===== src/rtl/core/lmc_pkg.sv =====
package lmc_pkg;

    // fixed field widths
    localparam int FW    = 20;
    localparam int CST_W = 31;
    localparam int RES_W = 33;

    localparam logic [CST_W-1:0] UNREACH    = 31'h7FFF_FFFF;
    localparam logic [31:0]      SORT_LIMIT = 32'd3000;

    // function codes
    localparam logic [1:0] FUNC_LOAD  = 2'd0;
    localparam logic [1:0] FUNC_SOLVE = 2'd1;
    localparam logic [1:0] FUNC_FETCH = 2'd2;
    localparam logic [1:0] FUNC_CLEAR = 2'd3;

    // status codes
    localparam logic [1:0] ST_OK    = 2'd0;
    localparam logic [1:0] ST_FULL  = 2'd1;
    localparam logic [1:0] ST_NOREC = 2'd2;
    localparam logic [1:0] ST_EXH   = 2'd3;

    // register indexes
    localparam logic [1:0] CFG_MODE  = 2'd0;
    localparam logic [1:0] CFG_FUDGE = 2'd1;
    localparam logic [1:0] CFG_FLEN  = 2'd2;
    localparam logic [1:0] CFG_SLEN  = 2'd3;

    // chain modes
    localparam logic [1:0] MODE_OVERLAP = 2'd0;

    // cost unit operations
    localparam logic OP_EDGE = 1'b0;
    localparam logic OP_TAIL = 1'b1;

    typedef struct packed {
        logic op;
        logic place;
        logic tail_first;
    } t_cu_ctrl;

endpackage


===== src/rtl/core/lmc_cost_unit.sv =====
module lmc_cost_unit (
    input  logic                           i_clk,
    input  lmc_pkg::t_cu_ctrl              i_ctrl,
    input  logic [lmc_pkg::FW-1:0]         i_fudge,
    input  logic [lmc_pkg::FW-1:0]         i_first_len,
    input  logic [lmc_pkg::FW-1:0]         i_second_len,
    input  logic [lmc_pkg::FW-1:0]         i_a_j,
    input  logic [lmc_pkg::FW-1:0]         i_b_j,
    input  logic [lmc_pkg::FW-1:0]         i_a_i,
    input  logic [lmc_pkg::FW-1:0]         i_b_i,
    input  logic [lmc_pkg::FW-1:0]         i_len_i,
    input  logic [lmc_pkg::CST_W-1:0]      i_cost_i,
    output logic signed [lmc_pkg::RES_W-1:0] o_res
);
    import lmc_pkg::*;

    logic [FW:0]                end_a;
    logic [FW:0]                end_b;
    logic signed [FW+1:0]       d1;
    logic signed [FW+1:0]       d2;
    logic [FW:0]                g1;
    logic [FW:0]                g2;
    logic                       far;
    logic [FW+1:0]              maxpen;
    logic [FW+2:0]              w;
    logic signed [FW+1:0]       tail;
    logic signed [FW+3:0]       n_s1;
    logic signed [FW+3:0]       r_s1;
    logic signed [RES_W-1:0]    sum;
    logic signed [RES_W-1:0]    n_res;
    logic signed [RES_W-1:0]    r_res;

    // stage 1: edge weight or tail term
    always_comb begin
        end_a  = {1'b0, i_a_i} + {1'b0, i_len_i};
        end_b  = {1'b0, i_b_i} + {1'b0, i_len_i};
        d1     = $signed({2'b00, i_a_j}) - $signed({1'b0, end_a});
        d2     = $signed({2'b00, i_b_j}) - $signed({1'b0, end_b});
        g1     = d1[FW+1] ? FW'(1'b0) + (FW+1)'(-d1) : d1[FW:0];
        g2     = d2[FW+1] ? FW'(1'b0) + (FW+1)'(-d2) : d2[FW:0];
        far    = (g1 > {1'b0, i_fudge}) || (g2 > {1'b0, i_fudge});
        maxpen = (FW+2)'(i_first_len) + (FW+2)'(i_second_len) + (FW+2)'(1);
        if (!i_ctrl.place && far) begin
            w = (FW+3)'(maxpen);
        end else begin
            w = (FW+3)'(g1) + (FW+3)'(g2);
        end
        if (i_ctrl.tail_first) begin
            tail = $signed({2'b00, i_first_len}) - $signed({1'b0, end_a});
        end else begin
            tail = $signed({2'b00, i_second_len}) - $signed({1'b0, end_b});
        end
        if (i_ctrl.op == OP_EDGE) begin
            n_s1 = $signed({1'b0, w});
        end else begin
            n_s1 = {{2{tail[FW+1]}}, tail};
        end
    end

    // stage 2: add to path cost, saturate in placement
    always_comb begin
        sum = $signed({2'b00, i_cost_i}) + $signed({{(RES_W-FW-4){r_s1[FW+3]}}, r_s1});
        if (i_ctrl.place && ((sum > $signed({2'b00, UNREACH}))
                || (i_ctrl.op == OP_TAIL && i_cost_i == UNREACH))) begin
            n_res = $signed({2'b00, UNREACH});
        end else begin
            n_res = sum;
        end
    end

    always_ff @(posedge i_clk) begin
        r_s1  <= n_s1;
        r_res <= n_res;
    end

    assign o_res = r_res;

endmodule


===== config.mk =====
export PLATFORM = sky130hd
export DESIGN_NAME = lmc_cost_unit
export DESIGN_NICKNAME = d
export VERILOG_FILES = /design/src/rtl/core/lmc_pkg.sv /design/src/rtl/core/lmc_cost_unit.sv
export SDC_FILE = /design/constraint.sdc
export NUM_CORES = 1
export LEC_CHECK = 0
export BUFFER_PORTS_ARGS = -buffer_cell sky130_fd_sc_hd__buf_2
export CORE_ASPECT_RATIO = 1.4
export CORE_MARGIN = 2
export CORE_UTILIZATION = 64
export DETAILED_ROUTE_END_ITERATION = 8
export GPL_ROUTABILITY_DRIVEN = 1
export PLACE_DENSITY = 0.95
export SYNTH_ARGS = -nofsm -noshare
export SYNTH_HDL_FRONTEND = slang
export SYNTH_SLANG_ARGS = --single-unit

===== constraint.sdc =====
create_clock -name i_clk -period 21.8 [get_ports i_clk]
set_input_delay 3.27 -clock i_clk [delete_from_list [all_inputs] [get_ports i_clk]]
set_output_delay 3.27 -clock i_clk [all_outputs]
set_load 0.1 [all_outputs]

Yosys cells after proc, flatten, opt, wreduce, memory -nomap -nowiden
Cells that the tools add are included.

Flip-flop bits (word level): 57. Bits of input ports: 195. Output and inout port bits: 33. Logic and storage cells: 30.

Add/subtract/negate cells: 12. Magnitude comparators: 3. Eq/ne operators: 1. Mux-type cells: 5. Reduce and logical (&&, ||, !) cells: 6.

Operators by type and width (count): $sub 20x21->22 (4); $add 20x20->21 (3); $mux 22 (2); $gt 21x20->1 (2); $mux 21 (2); $neg 21->21 (2); $add 32x24->33 (1); $gt 33x32->1 const B (1); $eq 31x31->1 const B (1); $mux 23 (1); $add 21x1->22 const B (1); $add 21x21->22 (1); $logic_and 1x1->1 (3); $logic_or 1x1->1 (2); $logic_not 1->1 (1).

Longest topological paths before layout
Word-level depth: 9. Gate-level depth with buffers: 39. Gate-level depth less buffers: 38.

Least setup slack after synthesis
No wires, ideal clock.

Path type: input -> register. Start: input i_b_i[5] (netlist name). End: register r_s1[16]. Library setup time: 0.122 ns. Arrival time: 9.791 ns. Data required time: 21.678 ns. Path slack: 11.888 ns. Cell stages on the path: 36. Buffers on the path: 1. Path through: ha_1 a2111o_1 o21ai_1 o21ai_0 a21oi_1 o21ai_0 a31o_2 a21oi_1 xor2_1 ha_1 a21oi_1 nand2_1 a21oi_1 o21bai_1 o31a_1 a21o_1 nand2b_1 clkbuf_1 nand2_1 o21ai_0 inv_1 fa_1 nor2b_1 o21ai_0 a21boi_0 o21a_1 o21ai_0 a21oi_1 a2111oi_0 nor3_1 a21oi_1 o21ai_0 a21oi_1 o21ba_2 xnor2_1 o311a_1.

Cells in the longest elaborated chain, start to end: 9. Elaborated cells on any way between the ends: 12. Those cells by class: add/sub: 5; order compare: 1; mux: 4; reduce/logical: 2.

RTL lines: start: declaration (RTL line lmc_cost_unit.sv:10) `input logic [lmc_pkg::FW-1:0] i_b_i,`; $add 20x20->21 (*) (RTL line lmc_cost_unit.sv:36) `end_b = {1'b0, i_b_i} + {1'b0, i_len_i};`; $sub 20x21->22 (RTL line lmc_cost_unit.sv:38) `d2 = $signed({2'b00, i_b_j}) - $signed({1'b0, end_b});`; $neg 21->21 (RTL line lmc_cost_unit.sv:40) `g2 = d2[FW+1] ? FW'(1'b0) + (FW+1)'(-d2) : d2[FW:0];`; $mux 21 (RTL line lmc_cost_unit.sv:40); $gt 21x20->1 (RTL line lmc_cost_unit.sv:41) `far = (g1 > {1'b0, i_fudge}) || (g2 > {1'b0, i_fudge});`; $logic_or 1x1->1 (RTL line lmc_cost_unit.sv:41); $logic_and 1x1->1 (RTL line lmc_cost_unit.sv:43) `if (!i_ctrl.place && far) begin`; $mux 22 (RTL line lmc_cost_unit.sv:43); $mux 23 (*) (RTL line lmc_cost_unit.sv:53) `if (i_ctrl.op == OP_EDGE) begin`; net n_s1[16] (RTL line lmc_cost_unit.sv:27) `logic signed [FW+3:0] n_s1;`; end signal: assignment (RTL line lmc_cost_unit.sv:72) `r_s1 <= n_s1;`; end: declaration (RTL line lmc_cost_unit.sv:28) `logic signed [FW+3:0] r_s1;`.

The timed path passes the listed nets; every way through them passes the cells marked *. A chain may end at the register's enable or synchronous reset.

Final worst setup path
Start: input i_b_i[1] (netlist name). End: register r_s1[20].

Same word-level chain as after synthesis.

==> impl_metrics.py <==
metrics = {
    "grt": {
        "grt_max_degree": 36,
        "grt_overflow": 0,
        "grt_pass1_vias": 14000,
        "track_usage": 0.349,
        "grt_pass1_wl_um": 63800,
        "antenna_found_initial": 0,
    },
    "detailed_routing": {
        "num_vias": 14600,
        "viasPerCell": 6.54,
        "drt_iter0_drc": 1069,
        "wl_per_cell_um": 18.0,
        "route.detailed.drc": 0,
        "drtPass1Iterations": 6,
        "route.antenna.remaining_nets": 0,
        "drt-total-wl_um": 40100,
    },
    "timing": {
        "worst_pin_slew_ns": 0.870,
        "slew_headroom": 0.415,
        "finClkSkew_ns": 0.00360,
        "setup_viol": 0,
        "period_share": 0.516,
        "rsz0062_at_grt": "false",
        "setup_tns_ns": 0,
        "fmax_mhz": 88.8,
        "finalMaxSlewViolations": 0,
        "min_period_ns": 11.26,
        "finalHoldViolations": 0,
    },
    "critical_path": {
        "cp-start-kind": "primary input",
        "path_max_fanout": 8,
        "r2r.worst_path.cells": 17,
        "cp.depth": 36,
        "critPathKind": "primary input to register",
        "cp_slowest_cell": "nor2b_1",
        "end_kind": "register",
        "cpLargestDelayFamily": "compound AO/OA/AOI/OAI gates",
        "worst-endpoint-required_ns": 21.99,
        "cp.arrival_ns": 11.45,
        "crit_buf_inv": 1,
        "slowest_delay_ns": 0.64,
    },
    "layout": {
        "area_delta_synth_final_pct": 11.3,
        "final_core_util": 0.721,
        "num-fill-cells": 1610,
        "fin_nets": 2398,
        "drive_gt1_frac": 0.146,
        "antenna_cells": 0,
    },
    "synthesis": {
        "yosysWarningCount": 0,
        "synth-main-ff-cell": "dfxtp_1",
        "async_reset_ff_frac": 0,
        "syn_inst": 1767,
        "syn_nets": 2196,
        "syn_area_mm2": 0.0132,
        "synth_seq_area_share": 0.0851,
        "ys_ff_latch": 56,
        "synth-edff-count": 0,
        "synth_cell_types": 97,
        "avgSynthCellArea_um2": 7.45,
    },
    "flow_run": {
        "drv_cap": 0,
    },
    "clock_tree": {
        "clock-sinks": 56,
        "cts_tree": "done",
        "post_cts_resized": 0,
        "cts_hold_buffers": 0,
        "clk_pin_slew_ns": 0.07,
        "clkLatencyLatePin_ns": 0.30,
        "cts_root_buf": "clkbuf_16",
        "cts_max_level": 2,
        "cts_buffer_depth": 2,
        "numCtsBuffers": 5,
        "postCtsSetupBuffers": 0,
    },
    "pwr": {
        "seqPwrFrac": 0.087,
        "p_leak_nw": 7.01,
        "irDropWorstVdd_uv": 72.8,
        "power_density_mw_per_mm2": 137,
        "internal_power_w": 0.000855,
        "clock_power_share": 0.040,
        "p_sw_w": 0.00116,
        "combPwrFrac": 0.873,
        "switching_share": 0.575,
    },
    "floorplan": {
        "die_y_um": 174,
        "pin_count": 228,
        "core_mm2": 0.0203,
        "die_x_um": 125,
        "row_count": 62,
        "dieArea_mm2": 0.0218,
        "initial_core_util": 0.648,
    },
    "worst_hold_path": {
        "hp-class": "register to register",
        "hold_path_depth": 2,
    },
    "placement": {
        "port_buffers": 227,
        "dpl.hpwl_um": 34000,
        "routabilityCongestion": 0.962,
    },
    "outcome": {
        "outcome": "completed",
    },
}
==> layer usage <==
metal	vias up	wire length (um)	global-route usage
li1	6964	-	-
met1	6703	15000	0.384
met2	713	20300	0.664
met3	176	2750	0.0293
met4	0	2100	0.168
met5	-	0	0
==> path summary, 6_finish.rpt <==
kind | slack [ns] | start | to
worst max-delay path | 10.54 | i_b_i[1] | r_s1[20]$_DFF_P_
worst min-delay path | 0.55 | r_s1[0]$_DFF_P_ | o_res[0]$_SDFF_PP1_
worst max register to register | 16.73 | r_s1[0]$_DFF_P_ | o_res[21]$_SDFF_PP1_
worst min register to register | 0.55 | r_s1[0]$_DFF_P_ | o_res[0]$_SDFF_PP1_
==> power by group through the flow <==
stage / Clock, W / Combinational, W / Sequential [W]
floorplan: 0 / 0.00115 / 0.000401
global placement: 0 / 0.00166 / 0.000175
detailed placement: 0 / 0.00170 / 0.000177
CTS: 0.0000797 / 0.00172 / 0.000175
global route: 0.0000839 / 0.00190 / 0.000179
finish: 0.0000799 / 0.00176 / 0.000175
==> sequential cells by signal, indices dropped and copies added (netlist names) <==
signal  cells
r_s1       23
o_res      33
==> synthesized netlist by cell type, drive strengths merged (19+ instances only) <==
| cell type | n | area [um^2] |
|---|---|---|
| a21o | 53 | 398 |
| xor2 | 71 | 629 |
| clkbuf | 30 | 113 |
| o21a | 37 | 278 |
| xnor2 | 112 | 988 |
| nand2 | 125 | 469 |
| nor3 | 64 | 330 |
| dfxtp | 56 | 1120 |
| nand2b | 47 | 294 |
| nand4 | 27 | 169 |
| a21oi | 144 | 721 |
| inv | 101 | 379 |
| nor2b | 26 | 163 |
| and3 | 26 | 173 |
| o21ai | 120 | 601 |
| nand3 | 36 | 180 |
| nor2 | 140 | 528 |
| ha | 225 | 2820 |
| a31oi | 21 | 131 |
| o21bai | 19 | 143 |
| a211oi | 25 | 220 |
| o31ai | 19 | 148 |
==> layout by cell type (no fill, tap or decap), types with 18 or more instances in the layout <==
master / instances
and3_1: 24
o21bai_1: 19
nand2_1: 125
o31ai_1: 18
a211oi_1: 20
dfxtp_1: 56
nor3_1: 62
o21a_1: 37
nand2b_1: 47
buf_2: 227
nor2b_1: 26
ha_1: 225
a21o_1: 53
a31oi_1: 20
nor2_1: 139
nand4_1: 27
a21oi_1: 144
xor2_1: 70
o21ai_0: 115
xnor2_1: 111
nand3_1: 36
inv_1: 101
==> final cells by class <==
type / instances / area (um^2) / area share
clock buffers: 6 / 129 / 0.00879
inverters: 102 / 383 / 0.0261
repair buffers: 230 / 1160 / 0.0790
clock inverters: 2 / 16.3 / 0.00111
flip-flops and latches: 56 / 1120 / 0.0765
well taps: 256 / 320 / 0.0218
multi-input cells: 1574 / 11500 / 0.787
==> kinds of logic after synthesis <==
group | after synthesis | share of synthesized area
buffers and inverters | 137 | 0.0398
and+or+nand+nor | 569 | 0.217
AOI/OAI and AO/OA | 578 | 0.299
adders and majority gates | 235 | 0.228
muxes | 8 | 0.00655
DFF | 56 | 0.0851
xor gates and xnor gates | 184 | 0.125
==> tightest hold or removal path: cells and delay by family (launching register included) <==
| family | cells | cell delay, ns |
|---|---|---|
| adders and majority gates | 1 | 0.11 |
| DFF | 1 | 0.32 |
| and+or+nand+nor | 1 | 0.09 |
==> through the flow <==
| step | setup slack [ns] | hold slack [ns] | total power (W) | instance area, um^2 | cells |
|---|---|---|---|---|---|
| 2_1_floorplan | 11.89 | 0.497 | 0.00155 | 13200 | 1767 |
| 3_3_place_gp | 10.74 | 0.520 | 0.00183 | 14500 | 2218 |
| 3_5_place_dp | 10.55 | 0.535 | 0.00188 | 14500 | 2218 |
| 4_1_cts | 10.83 | 0.555 | 0.00197 | 14700 | 2226 |
| 5_1_grt | 9.96 | 0.607 | 0.00216 | 14700 | 2226 |
| 6_report | 10.54 | 0.554 | 0.00201 | 14700 | 2226 |
(Power assumes the default switching activity.)
